[config.mk]
export PLATFORM = sky130hd
export DESIGN_NAME = refcounted_segment_table_core_flat
export DESIGN_NICKNAME = d
export VERILOG_FILES = /design/src/rsts_pkg.sv /design/src/rsts_if.sv /design/src/refcounted_segment_table_core.sv /design/src/flat_wrapper.sv
export SDC_FILE = /design/constraint.sdc
export NUM_CORES = 1
export LEC_CHECK = 0
export ABC_AREA = 1
export BUFFER_PORTS_ARGS = -buffer_cell sky130_fd_sc_hd__buf_2
export CAP_MARGIN = 10
export CORE_UTILIZATION = 45
export DETAILED_ROUTE_END_ITERATION = 7
export HOLD_SLACK_MARGIN = 0.02
export PLACE_DENSITY_LB_ADDON = 0.1
export SYNTH_ARGS = -nofsm -noshare
export SYNTH_HDL_FRONTEND = slang
export SYNTH_SLANG_ARGS = --single-unit
[constraint.sdc]
create_clock -name clk_i -period 9.6 [get_ports clk_i]
set_input_delay 1.44 -clock clk_i [delete_from_list [all_inputs] [get_ports clk_i]]
set_output_delay 1.44 -clock clk_i [all_outputs]
set_load 0.01 [all_outputs]
[src/rsts_pkg.sv]
package rsts_pkg;

  // Table geometry and segment limits.
  localparam int unsigned SEGMENTS     = 16;
  localparam int unsigned PAGE_BYTES   = 4096;
  localparam int unsigned REGION_PAGES = 256;
  localparam int unsigned ID_BITS      = 16;

  // Field widths of the request and response words.
  localparam int unsigned OP_W    = 2;
  localparam int unsigned SIZE_W  = 24;
  localparam int unsigned SID_W   = 16;
  localparam int unsigned STAT_W  = 3;
  localparam int unsigned EIDX_W  = 4;
  localparam int unsigned PAGES_W = 9;
  localparam int unsigned REFS_W  = 16;

  // Derived constants.
  localparam int unsigned IDX_W      = (SEGMENTS > 1) ? $clog2(SEGMENTS) : 1;
  localparam int unsigned PAGE_SHIFT = $clog2(PAGE_BYTES);
  localparam int unsigned REGION_BYTES = REGION_PAGES * PAGE_BYTES;

  typedef enum logic [OP_W-1:0] {
    OP_CREATE = 2'd0,
    OP_ATTACH = 2'd1,
    OP_DETACH = 2'd2,
    OP_UNLINK = 2'd3
  } op_e;

  typedef enum logic [STAT_W-1:0] {
    ST_OK         = 3'd0,
    ST_BAD_SIZE   = 3'd1,
    ST_TABLE_FULL = 3'd2,
    ST_NOT_FOUND  = 3'd3,
    ST_MARKED     = 3'd4,
    ST_COUNT_FULL = 3'd5
  } status_e;

endpackage

[src/rsts_if.sv]
interface rsts_req_if;
  import rsts_pkg::*;

  logic              valid;
  logic              ready;
  logic [OP_W-1:0]   op;
  logic [SIZE_W-1:0] size_bytes;
  logic [SID_W-1:0]  seg_id;

  modport source (output valid, op, size_bytes, seg_id, input ready);
  modport sink   (input valid, op, size_bytes, seg_id, output ready);
endinterface

interface rsts_rsp_if;
  import rsts_pkg::*;

  logic               valid;
  logic               ready;
  logic [STAT_W-1:0]  status;
  logic [SID_W-1:0]   result_id;
  logic [EIDX_W-1:0]  entry_index;
  logic [PAGES_W-1:0] pages;
  logic [REFS_W-1:0]  refs;
  logic               released;

  modport source (output valid, status, result_id, entry_index, pages, refs, released,
                  input ready);
  modport sink   (input valid, status, result_id, entry_index, pages, refs, released,
                  output ready);
endinterface

[src/refcounted_segment_table_core.sv]
// Channel   Direction  Word
// req_i     in         op, size_bytes, seg_id
// rsp_o     out        status, result_id, entry_index, pages, refs, released
//
// Each request word is held in an input register, where the table lookup and
// update are done; the response is written to an output register at the same
// edge. One word per cycle is sustained while the response side is not stalled.
// A response passes through the input register and then the output register.
// A stalled response holds both registers; req_i.ready drops only when the
// input register is full and cannot move on. Reset clears all used flags and
// sets the next id to one; no clearing pass is needed.
module refcounted_segment_table_core
  import rsts_pkg::*;
(
  input  logic       clk_i,
  input  logic       rst_ni,
  rsts_req_if.sink   req_i,
  rsts_rsp_if.source rsp_o
);

  localparam logic [ID_BITS-1:0] ID_MAX   = {ID_BITS{1'b1}};
  localparam logic [REFS_W-1:0]  REFS_MAX = {REFS_W{1'b1}};

  // Input register.
  logic              s_valid_q;
  op_e               s_op_q;
  logic [SIZE_W-1:0] s_size_q;
  logic [SID_W-1:0]  s_sid_q;

  // Output register.
  logic               o_valid_q;
  status_e            o_status_q;
  logic [SID_W-1:0]   o_id_q;
  logic [EIDX_W-1:0]  o_idx_q;
  logic [PAGES_W-1:0] o_pages_q;
  logic [REFS_W-1:0]  o_refs_q;
  logic               o_rel_q;

  // Segment table. Only the used flags need reset; every other field is
  // written by create before it can be looked up.
  logic [SEGMENTS-1:0] used_q;
  logic [SEGMENTS-1:0] marked_q;
  logic [ID_BITS-1:0]  id_q    [SEGMENTS];
  logic [PAGES_W-1:0]  pages_q [SEGMENTS];
  logic [REFS_W-1:0]   refs_q  [SEGMENTS];
  logic [ID_BITS-1:0]  next_id_q;

  logic advance;
  logic req_fire;

  assign advance     = s_valid_q && (!o_valid_q || rsp_o.ready);
  assign req_i.ready = !s_valid_q || advance;
  assign req_fire    = req_i.valid && req_i.ready;

  // Parallel id compare and free-entry search. Both pick the lowest index.
  logic             hit_any;
  logic [IDX_W-1:0] hit_idx;
  logic             free_any;
  logic [IDX_W-1:0] free_idx;

  always_comb begin
    hit_any  = 1'b0;
    hit_idx  = '0;
    free_any = 1'b0;
    free_idx = '0;
    for (int i = SEGMENTS - 1; i >= 0; i--) begin
      if (used_q[i] && (id_q[i] == ID_BITS'(s_sid_q))) begin
        hit_any = 1'b1;
        hit_idx = IDX_W'(i);
      end
      if (!used_q[i]) begin
        free_any = 1'b1;
        free_idx = IDX_W'(i);
      end
    end
  end

  // Size check and page rounding for create.
  logic                size_bad;
  logic [SIZE_W:0]     size_round;
  logic [PAGES_W-1:0]  pages_calc;

  assign size_bad   = (s_size_q == '0) || (32'(s_size_q) > 32'(REGION_BYTES));
  assign size_round = {1'b0, s_size_q} + (SIZE_W + 1)'(PAGE_BYTES - 1);
  assign pages_calc = PAGES_W'(size_round >> PAGE_SHIFT);

  // Fields of the matched entry.
  logic [PAGES_W-1:0] sel_pages;
  logic [REFS_W-1:0]  sel_refs;
  logic               sel_marked;

  assign sel_pages  = pages_q[hit_idx];
  assign sel_refs   = refs_q[hit_idx];
  assign sel_marked = marked_q[hit_idx];

  // Response and table update for the word in the input register.
  status_e            r_status;
  logic [SID_W-1:0]   r_id;
  logic [IDX_W-1:0]   r_idx;
  logic [PAGES_W-1:0] r_pages;
  logic [REFS_W-1:0]  r_refs;
  logic               r_rel;
  logic               do_create;
  logic               do_refs;
  logic               do_mark;
  logic               do_release;
  logic [REFS_W-1:0]  new_refs;

  always_comb begin
    r_status   = ST_OK;
    r_id       = s_sid_q;
    r_idx      = '0;
    r_pages    = '0;
    r_refs     = '0;
    r_rel      = 1'b0;
    do_create  = 1'b0;
    do_refs    = 1'b0;
    do_mark    = 1'b0;
    do_release = 1'b0;
    new_refs   = sel_refs;
    case (s_op_q)
      OP_CREATE: begin
        r_id = '0;
        if (size_bad) begin
          r_status = ST_BAD_SIZE;
        end else if (!free_any) begin
          r_status = ST_TABLE_FULL;
        end else begin
          r_id      = SID_W'(next_id_q);
          r_idx     = free_idx;
          r_pages   = pages_calc;
          do_create = 1'b1;
        end
      end
      default: begin
        if (!hit_any) begin
          r_status = ST_NOT_FOUND;
        end else begin
          r_idx   = hit_idx;
          r_pages = sel_pages;
          r_refs  = sel_refs;
          case (s_op_q)
            OP_ATTACH: begin
              if (sel_marked) begin
                r_status = ST_MARKED;
              end else if (sel_refs == REFS_MAX) begin
                r_status = ST_COUNT_FULL;
              end else begin
                new_refs = sel_refs + REFS_W'(1);
                do_refs  = 1'b1;
                r_refs   = new_refs;
              end
            end
            OP_DETACH: begin
              if (sel_refs != '0) begin
                new_refs = sel_refs - REFS_W'(1);
                do_refs  = 1'b1;
                r_refs   = new_refs;
                if (sel_marked && (new_refs == '0)) begin
                  do_release = 1'b1;
                  r_rel      = 1'b1;
                end
              end
            end
            OP_UNLINK: begin
              do_mark = 1'b1;
              if (sel_refs == '0) begin
                do_release = 1'b1;
                r_rel      = 1'b1;
              end
            end
            default: begin
              r_status = ST_OK;
            end
          endcase
        end
      end
    endcase
  end

  // Control registers.
  always_ff @(posedge clk_i or negedge rst_ni) begin
    if (!rst_ni) begin
      s_valid_q <= 1'b0;
      o_valid_q <= 1'b0;
      used_q    <= '0;
      next_id_q <= ID_BITS'(1);
    end else begin
      if (req_fire) begin
        s_valid_q <= 1'b1;
      end else if (advance) begin
        s_valid_q <= 1'b0;
      end
      if (advance) begin
        o_valid_q <= 1'b1;
      end else if (rsp_o.ready) begin
        o_valid_q <= 1'b0;
      end
      if (advance && do_create) begin
        used_q[free_idx] <= 1'b1;
        next_id_q        <= (next_id_q == ID_MAX) ? ID_BITS'(1) : next_id_q + ID_BITS'(1);
      end
      if (advance && do_release) begin
        used_q[hit_idx] <= 1'b0;
      end
    end
  end

  // Payload registers and table fields.
  always_ff @(posedge clk_i) begin
    if (req_fire) begin
      s_op_q   <= op_e'(req_i.op);
      s_size_q <= req_i.size_bytes;
      s_sid_q  <= req_i.seg_id;
    end
    if (advance) begin
      o_status_q <= r_status;
      o_id_q     <= r_id;
      o_idx_q    <= EIDX_W'(r_idx);
      o_pages_q  <= r_pages;
      o_refs_q   <= r_refs;
      o_rel_q    <= r_rel;
      if (do_create) begin
        id_q[free_idx]     <= next_id_q;
        pages_q[free_idx]  <= pages_calc;
        refs_q[free_idx]   <= '0;
        marked_q[free_idx] <= 1'b0;
      end
      if (do_refs) begin
        refs_q[hit_idx] <= new_refs;
      end
      if (do_mark) begin
        marked_q[hit_idx] <= 1'b1;
      end
    end
  end

  assign rsp_o.valid       = o_valid_q;
  assign rsp_o.status      = o_status_q;
  assign rsp_o.result_id   = o_id_q;
  assign rsp_o.entry_index = o_idx_q;
  assign rsp_o.pages       = o_pages_q;
  assign rsp_o.refs        = o_refs_q;
  assign rsp_o.released    = o_rel_q;

endmodule

[src/flat_wrapper.sv]
// flat-port wrapper written by rule: the top's interface ports become plain ports
module refcounted_segment_table_core_flat import rsts_pkg::*;
  (clk_i, rst_ni, req_i_valid, req_i_op, req_i_size_bytes, req_i_seg_id, req_i_ready, rsp_o_valid, rsp_o_status, rsp_o_result_id, rsp_o_entry_index, rsp_o_pages, rsp_o_refs, rsp_o_released, rsp_o_ready);
  rsts_req_if req_i_i ();
  rsts_rsp_if rsp_o_i ();
  input  logic clk_i;
  input  logic rst_ni;
  input wire logic [$bits(req_i_i.valid)-1:0] req_i_valid;
  input wire logic [$bits(req_i_i.op)-1:0] req_i_op;
  input wire logic [$bits(req_i_i.size_bytes)-1:0] req_i_size_bytes;
  input wire logic [$bits(req_i_i.seg_id)-1:0] req_i_seg_id;
  output wire logic [$bits(req_i_i.ready)-1:0] req_i_ready;
  output wire logic [$bits(rsp_o_i.valid)-1:0] rsp_o_valid;
  output wire logic [$bits(rsp_o_i.status)-1:0] rsp_o_status;
  output wire logic [$bits(rsp_o_i.result_id)-1:0] rsp_o_result_id;
  output wire logic [$bits(rsp_o_i.entry_index)-1:0] rsp_o_entry_index;
  output wire logic [$bits(rsp_o_i.pages)-1:0] rsp_o_pages;
  output wire logic [$bits(rsp_o_i.refs)-1:0] rsp_o_refs;
  output wire logic [$bits(rsp_o_i.released)-1:0] rsp_o_released;
  input wire logic [$bits(rsp_o_i.ready)-1:0] rsp_o_ready;
  assign req_i_i.valid = req_i_valid;
  assign req_i_i.op = req_i_op;
  assign req_i_i.size_bytes = req_i_size_bytes;
  assign req_i_i.seg_id = req_i_seg_id;
  assign req_i_ready = req_i_i.ready;
  assign rsp_o_valid = rsp_o_i.valid;
  assign rsp_o_status = rsp_o_i.status;
  assign rsp_o_result_id = rsp_o_i.result_id;
  assign rsp_o_entry_index = rsp_o_i.entry_index;
  assign rsp_o_pages = rsp_o_i.pages;
  assign rsp_o_refs = rsp_o_i.refs;
  assign rsp_o_released = rsp_o_i.released;
  assign rsp_o_i.ready = rsp_o_ready;
  refcounted_segment_table_core u_core (.clk_i(clk_i), .rst_ni(rst_ni), .req_i(req_i_i), .rsp_o(rsp_o_i));
endmodule
Word level (Yosys, flattened, before mapping)
Memory sizes are Yosys's and may differ from the RTL's.
Cells that the tools add are included.
{"block": "totals", "elab_cells": 222, "memories": 3, "mem_bits_rw": 656, "register_bits": 141}
{"name": "u_core.id_q", "words": 16, "width": 16, "read_ports": 16, "rd_clocked_by_memory_dff": 0, "write_ports": 1, "line": "refcounted_segment_table_core.sv:43", "rtl": "logic [ID_BITS-1:0] id_q [SEGMENTS];"}
{"name": "u_core.refs_q", "words": 16, "width": 16, "read_ports": 1, "rd_clocked_by_memory_dff": 0, "write_ports": 1, "line": "refcounted_segment_table_core.sv:45", "rtl": "logic [REFS_W-1:0] refs_q [SEGMENTS];"}
{"name": "u_core.pages_q", "words": 16, "width": 9, "read_ports": 1, "rd_clocked_by_memory_dff": 0, "write_ports": 1, "line": "refcounted_segment_table_core.sv:44", "rtl": "logic [PAGES_W-1:0] pages_q [SEGMENTS];"}
{"block": "classes", "n_eq_ne": 21, "bitwise_logic": 7, "magnitude_cmp": 5, "n_addsub": 4, "n_reduce_logical": 37, "muxes": 131}
{"operator": "16-bit equality test", "count": 16}
{"operator": "16-bit 2-to-1 mux", "count": 15}
{"operator": "4-bit 2-to-1 mux", "count": 37}
{"operator": "1-bit 2-to-1 mux", "count": 62}
{"operator": "9-bit 2-to-1 mux", "count": 4}
{"operator": "16-bit by 1-bit adder with 16-bit output (second input constant)", "count": 2}
{"operator": "16-bit bitwise AND", "count": 2}
{"operator": "16-bit equality test (second input constant)", "count": 2}
{"operator": "16-bit logical NOT", "count": 2}
{"operator": "16-bit inverter", "count": 2}
{"operator": "16-bit bitwise OR", "count": 2}
{"operator": "16-bit one-hot mux with 2 select lines", "count": 1}
{"operator": "24-bit by 21-bit greater-than comparator with 1-bit output (second input constant)", "count": 1}
{"operator": "24-bit logical NOT", "count": 1}
{"operator": "1-bit logical AND", "count": 23}
{"operator": "21-bit by 12-bit adder with 21-bit output (second input constant)", "count": 1}
{"operator": "3-bit 2-to-1 mux", "count": 6}
{"operator": "16-bit nonzero test", "count": 1}
{"operator": "16-bit OR reduction", "count": 1}
{"operator": "16-bit by 1-bit subtractor with 16-bit output (second input constant)", "count": 1}
{"operator": "4-bit by 5-bit < comparator with 1-bit output (second input constant)", "count": 2}
{"operator": "1-bit demux with 4-bit select", "count": 2}
{"operator": "4-bit by 1-bit greater-or-equal comparator with 1-bit output (second input constant)", "count": 2}
{"operator": "1-bit binary-select mux with 4-bit select", "count": 1}
{"operator": "10 further kinds", "count": 16}

Depth between registers and ports, before layout
An unclocked memory read counts as a cell.
{"block": "depth", "depth_word": 31, "ltp_mapped": 51, "depth_no_buf": 46}

Worst setup path before layout
No wires, ideal clock.
{"block": "synth_timing", "kind": "reg2reg", "start": "reg u_core.s_sid_q[12]", "end": "mem u_core.refs_q[15][0] (enable)", "synth_period_minus_slack_ps": 5202, "setup_ps": 388, "arrival_time_ps": 4814, "n_path_buf": 5, "slack_ps": 4398, "stages_incl_launch_ff": 45, "path_cell_list": "edfxtp_1 -> clkbuf_4 -> xor2_1 -> nor2_1 -> nand4_1 -> nor2_1 -> nand3_1 -> nand2_1 -> nand2_1 -> nand2_1 -> nand2_1 -> nand2_1 -> nand2_1 -> nand2_1 -> nand2_1 -> nand2_1 -> nand2_1 -> nand2_2 -> [9 not listed] -> nand2_1 -> nor2_4 -> inv_1 -> ha_1 -> nand3_1 -> nor2_2 -> nand3_2 -> nand2_2 -> inv_2 -> nand2_2 -> nand2_4 -> nand2_8 -> buf_6 -> nand2_2 -> o21ai_2 -> inv_2 -> nand3_2 -> nor2_1"}
{"block": "synth_via", "elab_chain_cells": 30, "word_cells_on_any_way": 81}
{"item": "start, declared", "line": "refcounted_segment_table_core.sv:28", "rtl": "logic [SID_W-1:0] s_sid_q;"}
{"item": "start signal, assigned", "line": "refcounted_segment_table_core.sv:214", "rtl": "s_sid_q <= req_i.seg_id;"}
{"item": "16-bit equality test", "line": "refcounted_segment_table_core.sv:67", "rtl": "if (used_q[i] && (id_q[i] == ID_BITS'(s_sid_q))) begin"}
{"item": "1-bit logical AND", "line": "refcounted_segment_table_core.sv:67"}
{"item": "4-bit 2-to-1 mux (16 in series)", "line": "refcounted_segment_table_core.sv:67"}
{"item": "memory 16 x 16 bit"}
{"item": "16-bit equality test", "line": "refcounted_segment_table_core.sv:146", "rtl": "end else if (sel_refs == REFS_MAX) begin"}
{"item": "1-bit 2-to-1 mux", "line": "refcounted_segment_table_core.sv:146"}
{"item": "1-bit 2-to-1 mux", "line": "refcounted_segment_table_core.sv:144", "rtl": "if (sel_marked) begin"}
{"item": "1-bit one-hot mux with 2 select lines", "line": "refcounted_segment_table_core.sv:142", "rtl": "case (s_op_q)"}
{"item": "1-bit 2-to-1 mux", "line": "refcounted_segment_table_core.sv:136", "rtl": "if (!hit_any) begin"}
{"item": "1-bit 2-to-1 mux", "line": "refcounted_segment_table_core.sv:121", "rtl": "case (s_op_q)"}
{"item": "1-bit 2-to-1 mux", "line": "refcounted_segment_table_core.sv:229", "rtl": "if (do_refs) begin"}
{"item": "1-bit 2-to-1 mux", "line": "refcounted_segment_table_core.sv:216", "rtl": "if (advance) begin"}
{"item": "1-bit 2-to-1 mux (not written as such)", "line": "refcounted_segment_table_core.sv:230", "rtl": "refs_q[hit_idx] <= new_refs;"}
{"item": "16-bit OR reduction (no source line)"}
{"item": "4-bit 2-to-1 mux (no source line) / 1-bit 2-to-1 mux (equally long branches)"}
{"item": "end, declared", "line": "refcounted_segment_table_core.sv:45"}
Parallel ways exist; a longest one is shown, timed or not. The select of a mux whose other input is x is not followed.

Final worst setup path
{"block": "layout_timing", "start": "reg u_core.s_sid_q[0]", "end": "mem u_core.refs_q[3][3] (enable)"}
Same word-level chain as after synthesis.

==> flow_metrics.env <==
export IMPL_ys_types=67
export IMPL_die_h_um=292
export IMPL_setup_viol=0
export IMPL_total_power_mw=7.86
export IMPL_hold_end="u_core.rsp_o.valid"
export IMPL_rr_endpoint="u_core.refs_q[3][3]"
export IMPL_grt_max_degree=87
export IMPL_ys_seq_elements=797
export IMPL_final_cell_mix="edfxtp_1, nand2_1, inv_1, nor2_1, nand3_1"
export IMPL_dp_hpwl_mm=79.6
export IMPL_rows=106
export IMPL_wl_mm=125
export IMPL_final_min_clock_period_ns=8.45
export IMPL_drive_gt1_share_pct=12.6
export IMPL_r2r_cells=31
export IMPL_numClockSinks=797
export IMPL_hp_class="reg2reg"
export IMPL_postCtsResizedCells=0
export IMPL_utilization_pct=51.1
export IMPL_multi_input_area_um2=11500
export IMPL_critPathSlowestCell="edfxtp_1"
export IMPL_irDropWorstVdd_mv=0.156
export IMPL_cts_buffers=87
export IMPL_antenna_cells=0
export IMPL_vias=28300
export IMPL_clock_latency_ns=0.67
export IMPL_timing_final_crit_share_pct=88.0
export IMPL_numPortBuffers=96
export IMPL_hold_buffers=0
export IMPL_cp_start_kind="register"
export IMPL_ant_nets=0
export IMPL_drt_met1_wl_mm=53.0
export IMPL_cts_clk_slew_worst_paths_ns=0.06
export IMPL_p_per_area_nw_per_um2=184
export IMPL_met2_length_mm=59.4
export IMPL_status="complete, no violations"
export IMPL_synth_nets=3753
export IMPL_yosys_warnings=0
export IMPL_crit_type="reg2reg"
export IMPL_viasPerCell=5.67
export IMPL_slew_violations=0
export IMPL_hold_viol_final=0
export IMPL_synth_largest_area_cell="edfxtp_1"
export IMPL_cp_max_fo=86
export IMPL_place_ws_ns=1.31
export IMPL_drc=0
export IMPL_reg2reg_slack_ns=1.15
export IMPL_final_common_cell="edfxtp_1"
export IMPL_drt_iter0_drc=2820
export IMPL_synth_top_area_share_pct=60.4
export IMPL_setup_tns_ns=0
export IMPL_grt_overflow=0
export IMPL_first_global_vias=27000
export IMPL_placed_cell_area_um2=39700
export IMPL_initial_core_util_pct=45.4
export IMPL_fin_cells=4986
export IMPL_cts_setup_buffers=0
export IMPL_die_w_um=292
export IMPL_core_area_um2=83600
export IMPL_r2r_start="u_core.s_sid_q[0]"
export IMPL_groute_usage_overall_pct=29.0
export IMPL_netlist_area_um2=38000
export IMPL_syn_to_final_growth_pct=12.5
export IMPL_root_buffer="clkbuf_16"
export IMPL_worstPathRequired_ns=9.85
export IMPL_grt_pass1_wl_mm=181
export IMPL_synthFlopType="edfxtp_1"
export IMPL_crit_path_end_kind="register"
export IMPL_cts_tree="yes"
export IMPL_n_fill_cell=7580
export IMPL_cpMostUsedCell="nand2_1"
export IMPL_setup_ws_ns=1.15
export IMPL_synth_seq_area_share_pct=62.6
export IMPL_top_layer="met4"
export IMPL_dp_cells=4824
export IMPL_slew_headroom_pct=18.3
export IMPL_netlist_instances=3699
export IMPL_clockBufferDepth=3
export IMPL_synthTopCellsByArea="edfxtp_1, nand2_1, inv_1"
export IMPL_nets=3888
export IMPL_hold_path_cell_count=2
export IMPL_synth_area_per_cell_um2=10.3
export IMPL_fin_area_um2=42700
export IMPL_met3_length_mm=8.15
export IMPL_synthArstFlopShare_pct=4.27
export IMPL_skew_ns=0.0506
export IMPL_firstDrtPassIters=6
export IMPL_tightest_slew_ns=1.22
export IMPL_ff_latch_area_um2=23800
export IMPL_grt_setup_unrepaired="false"
export IMPL_arrival_ns=8.70
export IMPL_cts_max_level=3
export IMPL_timing_fmax_ghz=0.118
export IMPL_crit_path_max_incr_delay_ns=1.03
export IMPL_p_leak_nw=16.7
export IMPL_place_gp_congestion=0.928
export IMPL_die_area_um2=85500
export IMPL_maxCapViolations=0
export IMPL_io_pins=97
export IMPL_synth_edff_count=763
export IMPL_hold_slack_ns=0.545
export IMPL_antenna_found_initial=0
export IMPL_avgRoutedWirePerCell_um=25.0
export IMPL_hp_start="u_core.rsp_o.valid"
[where the power goes]
part           leakage (nW)  internal (mW)  total, mW  switching (mW)
Combinational          7.62          0.111      0.443           0.332
Sequential             7.61           3.86       3.92          0.0556
Clock                  1.46           2.04       3.49            1.46
Total                  16.7           6.01       7.86            1.85
[critical path: cells and delay by family, from the launching register on]
family	cells	cell delay [ns]
AOI/OAI and AO/OA	4	0.99
buffers and inverters	5	1.99
DFF	1	1.03
and+or+nand+nor	22	3.84
[how the worst max path moves through the flow]
stage,start,end,slack (ns),cells after the start
after floorplan,u_core.s_sid_q[12],u_core.refs_q[15][0],4.40,44
after global placement,u_core.s_sid_q[0],u_core.refs_q[0][12],1.29,31
after detailed placement,u_core.s_sid_q[0],u_core.refs_q[12][5],1.31,31
after CTS,u_core.s_sid_q[0],u_core.refs_q[12][1],1.25,31
after global routing,u_core.s_sid_q[0],u_core.refs_q[9][11],0.69,31
final,u_core.s_sid_q[0],u_core.refs_q[3][3],1.15,31
[Yosys cell counts, drive strengths merged, types with 60 or more instances]
| library cell | count |
|---|---|
| xor2 | 73 |
| o22ai | 99 |
| nor2 | 362 |
| nor4 | 60 |
| nand3b | 66 |
| o21ai | 139 |
| buf | 99 |
| nand4 | 165 |
| nand2 | 785 |
| nand3 | 206 |
| edfxtp | 763 |
| nor3 | 79 |
| inv | 519 |
[logic make-up after synthesis]
logic type | share of synthesized area, %
simple gates | 21.8
xor+xnor | 2.10
buf+inv | 7.48
compound gates | 5.75
flops | 62.6
fa+ha+maj | 0.264
[per-layer routing]
layer	track usage [%]	vias to the layer above
met5	0	-
met3	3.25	233
met1	39.6	13800
li1	-	13000
met4	10.0	0
met2	48.0	1203
[cell type report]
| class | count | share of cell area [%] |
|---|---|---|
| sequential | 797 | 55.6 |
| inverter | 526 | 4.63 |
| clock buffer | 110 | 5.35 |
| clock inverter | 51 | 1.63 |
| timing repair buffer | 187 | 2.75 |
| tap | 1080 | 3.16 |
| multi-input combinational | 2235 | 26.8 |
[sequential cells by signal, indices dropped and copies added, names as in the netlist]
signal                    flops
u_core.id_q                 256
u_core.marked_q              16
u_core.next_id_q             16
u_core.pages_q              144
u_core.refs_q               256
u_core.rsp_o.entry_index      4
u_core.rsp_o.pages            9
u_core.rsp_o.refs            16
u_core.rsp_o.released         1
u_core.rsp_o.result_id       16
u_core.rsp_o.status           3
u_core.rsp_o.valid            1
u_core.s_op_q                 2
u_core.s_sid_q               16
u_core.s_size_q              24
u_core.s_valid_q              1
u_core.used_q                16
Note: power is estimated with default switching activity, not from simulation.
